$ cat src/sss_pkg.sv
// Shared types, character codes and the signature test for the save-signature scanner.
// No dependencies.
`default_nettype none
package sss_pkg;

	localparam int WinDepth = 6;
	localparam int HoldDepth = WinDepth - 1;

	typedef logic [7:0] byte_t;
	typedef logic [WinDepth-1:0][7:0] window_t;
	typedef logic [2:0] count_t;

	typedef enum logic [2:0] {
		KIND_NONE       = 3'd0,
		KIND_EEPROM_8K  = 3'd1,
		KIND_SRAM_32K   = 3'd2,
		KIND_FLASH_64K  = 3'd3,
		KIND_FLASH_128K = 3'd4
	} save_kind_t;

	localparam byte_t CH_E   = 8'h45;
	localparam byte_t CH_P   = 8'h50;
	localparam byte_t CH_R   = 8'h52;
	localparam byte_t CH_O   = 8'h4F;
	localparam byte_t CH_M   = 8'h4D;
	localparam byte_t CH_S   = 8'h53;
	localparam byte_t CH_A   = 8'h41;
	localparam byte_t CH_F   = 8'h46;
	localparam byte_t CH_L   = 8'h4C;
	localparam byte_t CH_H   = 8'h48;
	localparam byte_t CH_ONE = 8'h31;

	// Test one start position; w[0] is the start byte, avail bytes exist from there.
	function automatic save_kind_t sig_test(input window_t w, input count_t avail);
		save_kind_t k;
		k = KIND_NONE;
		priority if (w[0] == CH_E) begin
			if (avail >= 3'd6 && w[1] == CH_E && w[2] == CH_P && w[3] == CH_R &&
					w[4] == CH_O && w[5] == CH_M)
				k = KIND_EEPROM_8K;
		end else if (w[0] == CH_S) begin
			if (avail >= 3'd4 && w[1] == CH_R && w[2] == CH_A && w[3] == CH_M)
				k = KIND_SRAM_32K;
		end else if (w[0] == CH_F) begin
			if (avail >= 3'd5 && w[1] == CH_L && w[2] == CH_A && w[3] == CH_S &&
					w[4] == CH_H) begin
				if (avail >= 3'd6 && w[5] == CH_ONE)
					k = KIND_FLASH_128K;
				else
					k = KIND_FLASH_64K;
			end
		end else begin
			k = KIND_NONE;
		end
		return k;
	endfunction

endpackage
`default_nettype wire

$ cat src/sss_match.sv
// Signature match over the six-byte working window; picks the earliest start position.
// Depends on sss_pkg.
`default_nettype none
module sss_match (
	input  sss_pkg::window_t   cur,
	input  sss_pkg::count_t    count,
	input  logic               last,
	output sss_pkg::save_kind_t kind
);
	import sss_pkg::*;

	save_kind_t kind_at [WinDepth];
	window_t    slice   [WinDepth];
	count_t     avail   [WinDepth];

	always_comb begin
		for (int p = 0; p < WinDepth; p++) begin
			for (int k = 0; k < WinDepth; k++)
				slice[p][k] = (p + k < WinDepth) ? cur[(p + k) % WinDepth] : 8'd0;
			avail[p] = (3'(p) < count) ? count - 3'(p) : 3'd0;
			kind_at[p] = (avail[p] != 3'd0) ? sig_test(slice[p], avail[p]) : KIND_NONE;
		end
	end

	// On the last byte every start position with bytes present counts, lowest first;
	// otherwise only a full window is tested, at its oldest position.
	always_comb begin
		kind = KIND_NONE;
		if (last) begin
			for (int p = WinDepth - 1; p >= 0; p--)
				if (kind_at[p] != KIND_NONE)
					kind = kind_at[p];
		end else if (count == 3'(WinDepth)) begin
			kind = kind_at[0];
		end
	end

endmodule
`default_nettype wire

$ cat src/save_signature_scanner_unit.sv
// Save-signature scanner: byte stream in, one save-kind result per image.
// Depends on sss_pkg and sss_match.
// Timing: an accepted byte is registered in s1; for a final byte the result then goes
// to the result register. Throughput: one byte per cycle unless a final byte waits on a
// full, stalled result register; set by the single s1-to-result window update.
// Reset clears the window fill, match state and both valid flags at once.
`default_nettype none
module save_signature_scanner_unit (
	input  logic       clk,
	input  logic       arst_n,
	input  logic       src_valid,
	output logic       src_stall,
	input  logic [7:0] image_byte,
	input  logic       final_byte,
	output logic       res_valid,
	input  logic       res_stall,
	output logic       found,
	output logic [2:0] save_kind
);
	import sss_pkg::*;

	// input register
	logic  s1_valid_s1;
	byte_t s1_byte_s1;
	logic  s1_final_s1;

	// scan state: bytes not yet fully tested, oldest at index 0
	byte_t      win_q [HoldDepth];
	count_t     fill_q;
	logic       made_q;
	save_kind_t kind_q;

	// result register
	logic       res_valid_q;
	logic       found_q;
	save_kind_t res_kind_q;

	logic       adv;
	count_t     count;
	window_t    cur;
	save_kind_t hit;

	// The s1 byte moves on unless it is final and the result register cannot take it.
	assign adv       = s1_valid_s1 && (!s1_final_s1 || !res_valid_q || !res_stall);
	assign src_stall = s1_valid_s1 && !adv;

	// Working window: held bytes, the new byte appended at the fill point.
	assign count = fill_q + 3'd1;
	always_comb begin
		for (int i = 0; i < WinDepth; i++) begin
			if (i < HoldDepth && 3'(i) < fill_q)
				cur[i] = win_q[i % HoldDepth];
			else if (3'(i) == fill_q)
				cur[i] = s1_byte_s1;
			else
				cur[i] = 8'd0;
		end
	end

	sss_match u_match (
		.cur   (cur),
		.count (count),
		.last  (s1_final_s1),
		.kind  (hit)
	);

	always_ff @(posedge clk or negedge arst_n) begin
		if (!arst_n) begin
			s1_valid_s1 <= 1'b0;
		end else if (!s1_valid_s1 || adv) begin
			s1_valid_s1 <= src_valid;
		end
	end

	always_ff @(posedge clk) begin
		if (!s1_valid_s1 || adv) begin
			s1_byte_s1  <= image_byte;
			s1_final_s1 <= final_byte;
		end
	end

	// Scan state. Once a match is held, later bytes are dropped until the final one.
	always_ff @(posedge clk or negedge arst_n) begin
		if (!arst_n) begin
			fill_q <= 3'd0;
			made_q <= 1'b0;
			kind_q <= KIND_NONE;
		end else if (adv) begin
			if (s1_final_s1) begin
				fill_q <= 3'd0;
				made_q <= 1'b0;
				kind_q <= KIND_NONE;
			end else if (!made_q) begin
				fill_q <= (count == 3'(WinDepth)) ? 3'(HoldDepth) : count;
				if (hit != KIND_NONE) begin
					made_q <= 1'b1;
					kind_q <= hit;
				end
			end
		end
	end

	// Hold the unfinished bytes; on a full window the oldest position has been tested, so slide by one.
	always_ff @(posedge clk) begin
		if (adv && !s1_final_s1 && !made_q) begin
			for (int i = 0; i < HoldDepth; i++)
				win_q[i] <= (count == 3'(WinDepth)) ? cur[i + 1] : cur[i];
		end
	end

	always_ff @(posedge clk or negedge arst_n) begin
		if (!arst_n) begin
			res_valid_q <= 1'b0;
		end else if (adv && s1_final_s1) begin
			res_valid_q <= 1'b1;
		end else if (!res_stall) begin
			res_valid_q <= 1'b0;
		end
	end

	always_ff @(posedge clk) begin
		if (adv && s1_final_s1) begin
			found_q    <= made_q || (hit != KIND_NONE);
			res_kind_q <= made_q ? kind_q : hit;
		end
	end

	assign res_valid = res_valid_q;
	assign found     = found_q;
	assign save_kind = res_kind_q;

endmodule
`default_nettype wire

$ cat config.mk
export PLATFORM = sky130hd
export DESIGN_NAME = save_signature_scanner_unit
export DESIGN_NICKNAME = d
export VERILOG_FILES = /design/src/sss_pkg.sv /design/src/sss_match.sv /design/src/save_signature_scanner_unit.sv
export SDC_FILE = /design/constraint.sdc
export NUM_CORES = 1
export LEC_CHECK = 0
export BUFFER_PORTS_ARGS = -buffer_cell sky130_fd_sc_hd__buf_4
export CORE_AREA = 4 4 109 111
export DETAILED_ROUTE_END_ITERATION = 8
export DIE_AREA = 0 0 113 115
export PLACE_DENSITY = 0.53
export SETUP_SLACK_MARGIN = 0.15
export SLEW_MARGIN = 30
export SYNTH_ARGS = -nofsm -noshare
export SYNTH_HDL_FRONTEND = slang
export SYNTH_SLANG_ARGS = --single-unit
$ cat constraint.sdc
create_clock -name clk -period 4.4 [get_ports clk]
set_input_delay 0.44 -clock clk [delete_from_list [all_inputs] [get_ports clk]]
set_output_delay 0.44 -clock clk [all_outputs]
set_load 0.02 [all_outputs]
# == Yosys cells after proc, flatten, opt, wreduce, memory -nomap -nowiden ==
# Memory sizes are Yosys's and may differ from the RTL's.
# Cells that the tools add are included.
# op_classes
addsub,3
order_cmp,14
n_eq_ne,34
n_mux,56
reduce_logical,49
# op_table
operator,count
$eq A8 B7 Y1 const B,25
$mux W8,16
$mux W3,26
$logic_and A1 B1 Y1,28
$reduce_bool A3 Y1,7
$ge A3 B3 Y1 const B,6
$lt A1 B3 Y1 const A,4
$mux W2,6
$lt A2 B3 Y1 const A,3
$eq A8 B6 Y1 const B,1
$mux W1,8
$eq A2 B3 Y1 const A,2
$eq A3 B3 Y1 const A,2
$logic_not A1 Y1,6
$logic_or A1 B1 Y1,4
$add A3 B1 Y3 const B,1
$eq A1 B3 Y1 const A,1
$eq A3 B3 Y1 const B,1
$logic_not A3 Y1,1
$lt A3 B3 Y1 const A,1
$reduce_and A3 Y1,1
$sub A3 B1 Y3 const B,1
$sub A3 B2 Y3 const B,1
$ne A2 B1 Y1 const B,1
3 further kinds,3
# totals
regBits,22
mem_bits_rw,40
inputBits,13
out_inout_bits,6
n_memories,1
# mem_list
name,depth,word_bits,read_ports,rd_ports_with_merged_regs,wr,line,source
win_q,5,8,5,0,5,save_signature_scanner_unit.sv:28,byte_t win_q [HoldDepth];

# == Logic depth before layout (Yosys ltp) ==
# Gate-level depths: netlist of run 1.
# logic_depth
ltp_word,21
mapped_depth,16
ltp_nobuf,12

# == By module ==
# Synthesis of run 1 repeated with hierarchy kept, for this count alone.
# hier_totals
cells_unflattened,383
hier_area_um2,4090.2
# by_module_without_submodules
mod,instances,cells_each,area_per_inst_um2,seq_area_each_um2
save_signature_scanner_unit,1,310,3574.7,1816.7
sss_match,1,73,515.5,0.0

# == Worst setup path after synthesis of run 1 ==
# Ideal clock, no wire load.
# synth_path
path_type,reg2reg
start,reg fill_q[0]
end,"reg res_kind_q[0], in the netlist save_kind[0], data pin"
arrival_ps,3255
required_time_ps,4140
path_slack_ps,885
path_stages_with_launch,16
cell_sequence,dfrtp_1 > buf_6 > buf_2 > buf_2 > buf_1 > inv_1 > ha_1 > clkbuf_1 > and2_1 > mux2i_1 > a2111oi_4 > and3_1 > a211oi_1 > or2_0 > a32o_2 > mux2_2
# synth_between
elab_chain_len,18
# synth_lines
element,line,source
from (decl),save_signature_scanner_unit.sv:29,count_t fill_q;
from (signal assigned),save_signature_scanner_unit.sv:94,fill_q <= (count == 3'(WinDepth)) ? 3'(HoldDepth) : count;
$add A3 B1 Y3 / $eq A2 B3 Y1 (equally long branches),"save_signature_scanner_unit.sv:48, save_signature_scanner_unit.sv:53",
"$sub A3 B1 Y3, or another cell as far along",sss_match.sv:20,avail[p] = (3'(p) < count) ? count - 3'(p) : 3'd0;
$mux W3 / $mux W8 (equally long branches),"sss_match.sv:20, save_signature_scanner_unit.sv:51",
$ge A3 B3 Y1 / $eq A8 B7 Y1 (equally long branches),sss_pkg.sv:45,if (avail >= 3'd5 && w[1] == CH_L && w[2] == CH_A && w[3] == CH_S &&
$logic_and A1 B1 Y1 (4 in a row),sss_pkg.sv:45,
$mux W2,sss_pkg.sv:45,
$mux W2,sss_pkg.sv:44,end else if (w[0] == CH_F) begin
$mux W3,sss_pkg.sv:41,end else if (w[0] == CH_S) begin
$mux W3,sss_pkg.sv:37,priority if (w[0] == CH_E) begin
$mux W3,sss_match.sv:21,"kind_at[p] = (avail[p] != 3'd0) ? sig_test(slice[p], avail[p]) : KIND_NONE;"
$reduce_bool A3 Y1,sss_match.sv:31,if (kind_at[p] != KIND_NONE)
$mux W3 (2 in a row),sss_match.sv:31,
$mux W3 *,sss_match.sv:29,if (last) begin
$mux W3 *,save_signature_scanner_unit.sv:124,res_kind_q <= made_q ? kind_q : hit;
to (signal assigned),save_signature_scanner_unit.sv:124,
to (decl),save_signature_scanner_unit.sv:36,save_kind_t res_kind_q;
# Mark *: on every way between the ends. The rest lies on a longest branch, timed or not.
# A chain may end at the register's enable or synchronous reset.

# == Worst setup path in the final report of run 1 ==
# layout_path
start,reg fill_q[1]
end,reg kind_q[2]
# layout_between
elab_chain_len,20
# layout_lines
element,line,source
$add A3 B1 Y3 / $eq A2 B3 Y1 (equally long branches),"save_signature_scanner_unit.sv:48, save_signature_scanner_unit.sv:53",
"$sub A3 B1 Y3, or another cell as far along",sss_match.sv:20,
$mux W3 / $mux W8 (equally long branches),"sss_match.sv:20, save_signature_scanner_unit.sv:51",
$ge A3 B3 Y1 / $eq A8 B7 Y1 (equally long branches),sss_pkg.sv:45,
$logic_and A1 B1 Y1 (4 in a row),sss_pkg.sv:45,
$mux W2,sss_pkg.sv:45,
$mux W2,sss_pkg.sv:44,
$mux W3,sss_pkg.sv:41,
$mux W3,sss_pkg.sv:37,
$mux W3,sss_match.sv:21,
$reduce_bool A3 Y1,sss_match.sv:31,
$mux W3 (2 in a row),sss_match.sv:31,
$mux W3 *,sss_match.sv:29,
$reduce_bool A3 Y1 / $mux W3 (equally long branches),save_signature_scanner_unit.sv:95,if (hit != KIND_NONE) begin
$reduce_bool A2 Y1 (no source line) / $mux W3 (equally long branches),-,
$reduce_and A3 Y1 (no source line) / $mux W3 (equally long branches),-,
to (signal assigned),save_signature_scanner_unit.sv:97,kind_q <= hit;
to (decl),save_signature_scanner_unit.sv:31,save_kind_t kind_q;
# Mark *: on every way between the ends. The rest lies on a longest branch, timed or not. The select of a mux whose other input is x is not followed.

==> reports/metrics.csv, run 1 <==
stage,metric,value,unit
power,ir_drop,0.215,mV
power,p_int,1.42,mW
power,switching_power,0.913,mW
synthesis,yosys.area.top_type,edfxtp_1,
floorplan,num_rows,38,
grt,grt_pass1_wl,20800,µm
grt,grt_antenna_before_repair,0,
sta,totalNegativeSetupSlack,0,ns
floorplan,pin_count,19,
grt,use_met1,30.2,%
grt,grt_max_degree,42,
grt,grt-busiest-layer,met2,
clock_network,cts_buffers,9,
critical_path,cp-start-kind,flop,
synthesis,syn_inst,476,
place,post-place-cells,608,
outcome,status,completed,
sta,rsz0062_at_grt,no,
power,netSwitchingFraction,39.1,%
synthesis,synth.area.top_cells,"edfxtp_1, dfrtp_1, nand2_1, a21oi_1, nor2_1",
clock_network,post_cts_resized,0,
sta,hold_violations,0,
synthesis,synth.most_common_cell,nand2_1,
synthesis,yosys_warnings,0,
grt,first_global_vias,3642,
sta,max_freq,0.270,GHz
grt,grt.overflow.total,0,
synthesis,syn_area,0.00430,mm²
worst_hold_path,hp-class,in2reg,
layout,nFillCells,1035,
synthesis,synth_adder_area_share,2.62,%
layout,drive_gt1_share,10.5,%
place,dp_hpwl,9400,µm
synthesis,ys_seq_area_share,42.2,%
sta,slew_headroom,39.5,%
clock_network,htreeDepth,3,
synthesis,synth_flop_cell,edfxtp_1,
layout,finalNonFillerCells,625,
routing,num_vias,3815,
floorplan,start_util,39.8,%
synthesis,synthArstFlopShare,14.5,%
synthesis,ys_types,68,
critical_path,cp-end-kind,flop,
routing,drc,0,
job,maxCapViolations,0,
critical_path,required,4.64,ns
synthesis,synth_xor_area_share,0.611,%
sta,slew_violations,0,
floorplan,coreArea,0.0108,mm²
clock_network,cts_tree,done,
synthesis,ys_ff_latch,62,
power,p_seq_share,34.3,%
clock_network,clk_pin_slew,0.07,ns
routing,ant_nets,0,
routing,wl_per_cell,21.1,µm
power,power.leakage,1.76,nW
clock_network,cts_buffer_depth,2,
routing,dr.pass1.iters,5,
layout,multiInputGateArea,0.00227,mm²
place,port_buffers,18,
layout,ff_latch_area,0.00182,mm²
place,postPlaceCellArea,0.00453,mm²
synthesis,synth_compound_area_share,20.8,%
floorplan,dieArea,0.0130,mm²
layout,nets,502,
sta,min_period_over_period,84.3,%
synthesis,synthSimpleGateAreaFrac,25.3,%
synthesis,yosysTopAreaCellShare,37.0,%
clock_network,cts_root_buffer,clkbuf_8,
synthesis,postSynthAreaPerCell,9.03,µm²
floorplan,die_h,115,µm
layout,fin_area,0.00477,mm²
layout,syn2layout_area_growth,10.9,%
synthesis,ys_top_cells_by_count,"nand2_1, edfxtp_1, a21oi_1, nor2_1, o21ai_0",
routing,avgViaCountPerCell,6.10,
power,pwr-share-comb,39.5,%
sta,whs,0.247,ns
synthesis,synth_edf_count,53,
synthesis,synth_mux_area_share,3.32,%
power,power.total,2.34,mW
clock_network,clk_latency,0.37,ns
synthesis,synth_fp_nets,498,
floorplan,die_w,113,µm
grt,use_met2,31.4,%
sta,finClkSkew,0.0123,ns
grt,use_met3,3.37,%
place,gp_congestion,0.916,
layout,diodes,0,
power,pwr-share-clk,26.2,%
sta,fin_crit,3.71,ns
sta,setup_viol,0,
synthesis,synth_top_family_by_area,simple AND/OR/NAND/NOR gates,
power,p_per_area,490,mW/mm²
critical_path,cp.arrival,3.95,ns
sta,tightest_slew,0.905,ns
routing,wl,13200,µm
critical_path,worstSetupPathType,reg2reg,
clock_network,cts.sinks,62,
routing,drt_iter0_markers,455,
critical_path,cp_max_fo,32,
grt,track_usage,21.1,%
==> timing repair <==
action / CTS / global route
endpoints found under the setup margin: 0 / 0
buffers inserted: 0 / 0
hold endpoints to repair: 9 / 0
hold buffers: 1 / 0
==> cell usage in the layout, fill, tap and decap left out, types with 3 or more instances in the layout <==
cell,netlist,layout
a22oi_1,8,8
nor4b_1,4,4
mux2i_1,12,12
a21oi_1,36,36
o21a_1,12,12
nor2b_1,8,8
buf_4,0,29
nand3b_1,8,8
nand2_1,55,55
nor3_1,9,9
a31oi_1,7,7
nor2_1,36,35
and2_1,7,7
nor3b_1,3,3
nor4_1,8,8
inv_1,13,13
ha_1,9,9
clkbuf_8,0,9
a21o_1,3,3
bufinv_16,0,3
nand4_1,7,7
nand3_1,18,18
nor4bb_1,3,3
edfxtp_1,53,53
dfrtp_1,9,9
o21ai_0,26,26
o211ai_1,3,3
nand2b_1,8,8
o2111ai_1,4,4
and4_1,3,3
or3_1,4,4
o22ai_1,3,3
o21ai_1,5,5
a211oi_1,5,5
and3_1,6,6
==> worst max-delay path: stages (launching register included) <==
cell and delay [ns]:
dfrtp_1 0.34, buf_4 0.32, ha_1 0.53, nor4bb_1 0.32
mux2_2 0.23, o2111ai_1 0.24, nor4_1 0.75, nor4b_2 0.36
a2111oi_1 0.12, a31oi_1 0.26, o22ai_1 0.11
==> sequential cells by signal, summed over array words and instances (netlist names), 3 cells and up <==
signal and count:
kind_q 3, s1_byte_s1 8, fill_q 3, win_q 40, save_kind 3
==> power by group through the flow <==
stage	registers (mW)	logic (mW)	clock network [mW]
global route	0.808	1.01	0.657
global placement	0.810	0.898	0
CTS	0.799	0.911	0.626
floorplan	0.793	0.675	0
finish	0.801	0.924	0.611
detailed placement	0.812	0.904	0
==> layout make-up <==
type	instances	share of cell area, %
Multi-Input combinational cell	364	47.6
Sequential cell	62	38.1
Timing Repair Buffer	30	4.77
Tap cell	140	3.67
Clock buffer	11	2.75
Clock inverter	5	2.05
Inverter	13	1.02
==> logic make-up after synthesis <==
family	after synthesis
fa+ha+maj	9
buf+inv	50
flops	62
compound gates	136
mux	14
simple gates	202
xor+xnor	3
==> path summary, 6_finish.rpt <==
kind                                  to  slack [ns]          start  cells past startpoint
hold reg to reg                kind_q[0]        0.51      kind_q[0]                      2
hold / removal             s1_byte_s1[7]        0.25  image_byte[7]                      1
setup reg to reg               kind_q[2]        0.69      fill_q[1]                     10
setup / recovery               kind_q[2]        0.69      fill_q[1]                     10
max in group asynchronous      kind_q[2]        3.82         arst_n                      2
min in group asynchronous      res_valid        0.44         arst_n                      2
==> layer usage <==
layer	up-vias	part of all wire, %
met1	1815	46
met3	31	6.6
met4	0	3.0
met5	-	0
li1	1800	-
met2	169	44
==> through the flow <==
stage                     worst slack, ns  util (%)
after global routing                0.347      44.2
after global placement              0.763      42.0
final                               0.691      44.2
after CTS                           0.785      44.2
after detailed placement            0.810      42.0
after floorplan                     0.885         -
(Power assumes the default switching activity.)
==> run 2, diff against run 1 <==
--- a/config.mk
+++ b/config.mk
@@ -5,10 +5,11 @@
 export SDC_FILE = /design/constraint.sdc
 export NUM_CORES = 1
 export LEC_CHECK = 0
+export ABC_AREA = 1
 export BUFFER_PORTS_ARGS = -buffer_cell sky130_fd_sc_hd__buf_4
-export CORE_AREA = 4 4 109 111
+export CORE_AREA = 4 4 110 112
 export DETAILED_ROUTE_END_ITERATION = 8
-export DIE_AREA = 0 0 113 115
+export DIE_AREA = 0 0 114 116
 export PLACE_DENSITY = 0.53
 export SETUP_SLACK_MARGIN = 0.15
 export SLEW_MARGIN = 30
==> constraint.sdc (replaced) <==
create_clock -name clk -period 3.8 [get_ports clk]
set_input_delay 0.38 -clock clk [delete_from_list [all_inputs] [get_ports clk]]
set_output_delay 0.38 -clock clk [all_outputs]
set_load 0.02 [all_outputs]
==> reports/metrics.csv, run 2 <==
stage,metric,value,unit
synthesis,ys_types,31,
power,p_int,1.65,mW
layout,largest_register_ffs,40,
synthesis,ys_seq_area_share,41.8,%
routing,num_vias,4163,
sta,hold_violations,0,
floorplan,die_w,114,µm
job,maxCapViolations,0,
sta,rsz0062_at_grt,no,
routing,wl_per_cell,16.9,µm
synthesis,synth_flop_cell,edfxtp_1,
sta,max_freq,0.306,GHz
clock_network,cts_tree,done,
critical_path,reg2reg_setup_slack,0.54,ns
synthesis,ys_ff_latch,62,
synthesis,syn_area,0.00435,mm²
critical_path,cp-end-kind,flop,
layout,reg.largest.list,"win_q x40, s1_byte_s1 x8",
grt,grt_max_degree,45,
synthesis,postSynthAreaPerCell,6.89,µm²
layout,fin_area,0.00495,mm²
synthesis,synth.most_common_cell,nand2_1,
place,postPlaceCellArea,0.00464,mm²
layout,final_cell_mix,"nand2_1, nor2_1, inv_1, nand3_1",
grt,use_met2,34.3,%
routing,drt_iter0_markers,365,
power,netSwitchingFraction,39.7,%
power,ir_drop,0.206,mV
critical_path,cp_max_fo,18,
floorplan,pin_count,19,
synthesis,yosysTopAreaCellShare,36.6,%
synthesis,synthArstFlopShare,14.5,%
clock_network,htreeDepth,3,
critical_path,cp-start-kind,flop,
routing,drc,0,
outcome,status,completed,
sta,tightest_slew,0.645,ns
layout,drive_gt1_share,10.1,%
synthesis,yosys.area.top_type,edfxtp_1,
clock_network,clk_latency,0.34,ns
critical_path,cpMostUsedCell,nand2_1,
routing,wl,13500,µm
critical_path,r2r-end,found,
grt,use_met1,29.6,%
critical_path,r2r_start,fill_q[0],
power,p_per_area,551,mW/mm²
place,port_buffers,18,
clock_network,cts_buffers,9,
grt,grt-busiest-layer,met2,
layout,top_register,win_q,
critical_path,crit_family,simple AND/OR/NAND/NOR gates,
floorplan,coreArea,0.0112,mm²
power,pwr-share-clk,29.9,%
sta,slew_headroom,56.9,%
clock_network,cts_root_buffer,clkbuf_16,
sta,finClkSkew,0.00821,ns
grt,first_global_vias,4044,
grt,use_met3,3.45,%
critical_path,path_cells,inv_1 -> ha_1 -> inv_1 -> ha_1 -> nand2_1 -> nand2_1 -> nor2_1 -> nand3_1 -> nor3_1 -> nor2_1 -> nand3_1 -> nand2_1 -> nand2_1 -> nand2_1 -> nor2_2 -> nand2_1,
layout,nets,672,
floorplan,die_h,116,µm
routing,avgViaCountPerCell,5.22,
clock_network,clk_pin_slew,0.05,ns
sta,totalNegativeSetupSlack,0,ns
layout,layout_commonest_cell,nand2_1,
critical_path,cp.arrival,3.34,ns
worst_hold_path,hp-start,final_byte,
layout,syn2layout_area_growth,13.8,%
grt,grt_antenna_before_repair,0,
critical_path,required,3.88,ns
power,switching_power,1.08,mW
sta,slew_violations,0,
sta,fin_crit,3.26,ns
power,pwr-share-comb,35.9,%
synthesis,synth_fp_nets,653,
synthesis,synth_edf_count,53,
grt,track_usage,21.5,%
grt,grt_pass1_wl,21500,µm
clock_network,cts_buffer_depth,2,
synthesis,synth.area.top_cells,"edfxtp_1, nand2_1, nand3_1, nor2_1, o21ai_0",
routing,ant_nets,0,
place,dp_hpwl,10000,µm
critical_path,reg2regPathDepth,16,
sta,setup_viol,0,
critical_path,critPathMaxStageDelay,0.76,ns
clock_network,cts.sinks,62,
sta,min_period_over_period,85.9,%
synthesis,ys_top_cells_by_count,"nand2_1, nor2_1, inv_1, nand3_1",
synthesis,yosys_warnings,0,
floorplan,num_rows,39,
routing,dr.pass1.iters,5,
synthesis,syn_inst,631,
power,p_seq_share,34.2,%
layout,diodes,0,
worst_hold_path,whs_path_depth,1,
grt,grt.overflow.total,0,
critical_path,worstSetupPathType,reg2reg,
critical_path,cpMaxStageDelayCell,dfrtp_1,
worst_hold_path,hp-class,in2reg,
floorplan,start_util,38.7,%
worst_hold_path,holdPathEnd,s1_final_s1,
power,power.leakage,2.15,nW
floorplan,dieArea,0.0132,mm²
critical_path,crit_buf_inv,2,
place,gp_congestion,0.992,
-- run 2: changes by cell type after synthesis, moves of 12 or more --
cell,delta
a21oi_1,-32
inv_1,+53
mux2i_1,-12
nand2_1,+167
nand3_1,+41
nor2_1,+40
o21ai_0,+27
-- run 2: area by class of cell --
| type | count | area (µm²) |
|---|---|---|
| clock buffer | 13 | 283 |
| clock inverter | 3 | 15.0 |
| fill | 1201 | 6270 |
| inverter | 73 | 274 |
| multi-input combinational | 478 | 2180 |
| sequential | 62 | 1820 |
| tap | 143 | 179 |
| timing repair buffer | 26 | 201 |
-- run 2: power by group through the flow --
stage	clock network (mW)	registers [mW]	logic (mW)
after floorplan	0	0.911	0.728
after global placement	0	0.943	0.962
after detailed placement	0	0.945	0.964
after CTS	0.829	0.932	0.971
after global routing	0.863	0.942	1.11
final	0.816	0.933	0.979
-- run 2: repair_timing --
| action | in CTS | in global routing |
|---|---|---|
| hold endpoints to repair | 9 | 0 |
| hold buffers | 1 | 0 |
| gates resized for setup | 0 | 0 |
| setup buffers | 0 | 0 |
-- run 2: metal layers --
metal  wire [µm]  up-vias
li1            -     2093
met1        6190     1901
met2        6270      143
met3         729       26
met4         329        0
met5           0        -
-- run 2: cells by family after synthesis --
kind of cell,synth area share (%)
AND/OR/NAND/NOR,38.6
buffers and inverters,8.35
AO/OA/AOI/OAI,8.72
flip-flops,41.8
adder cells (fa/ha/maj),2.59
-- run 2: worst max path at each step --
stage / startpoint / endpoint / slack [ns] / cells past startpoint
2_1_floorplan: s1_final_s1 / fill_q[0] / 1.15 / 4
3_3_place_gp: fill_q[1] / found / 0.61 / 16
3_5_place_dp: fill_q[0] / found / 0.56 / 16
4_1_cts: fill_q[0] / found / 0.56 / 16
5_1_grt: fill_q[0] / kind_q[0] / 0.22 / 18
6_report: fill_q[0] / found / 0.54 / 16
-- run 2: metrics by stage --
stage          utilization (%)  power (mW)  cells  worst slack [ns]  hold slack [ns]
2_1_floorplan                -        1.64    631              1.15           0.0844
3_3_place_gp              41.2        1.91    780             0.607            0.213
3_5_place_dp              41.3        1.91    781             0.563            0.216
4_1_cts                   44.1        2.73    798             0.559            0.211
5_1_grt                   44.1        2.92    798             0.218            0.212
6_report                  44.1        2.73    798             0.536            0.219
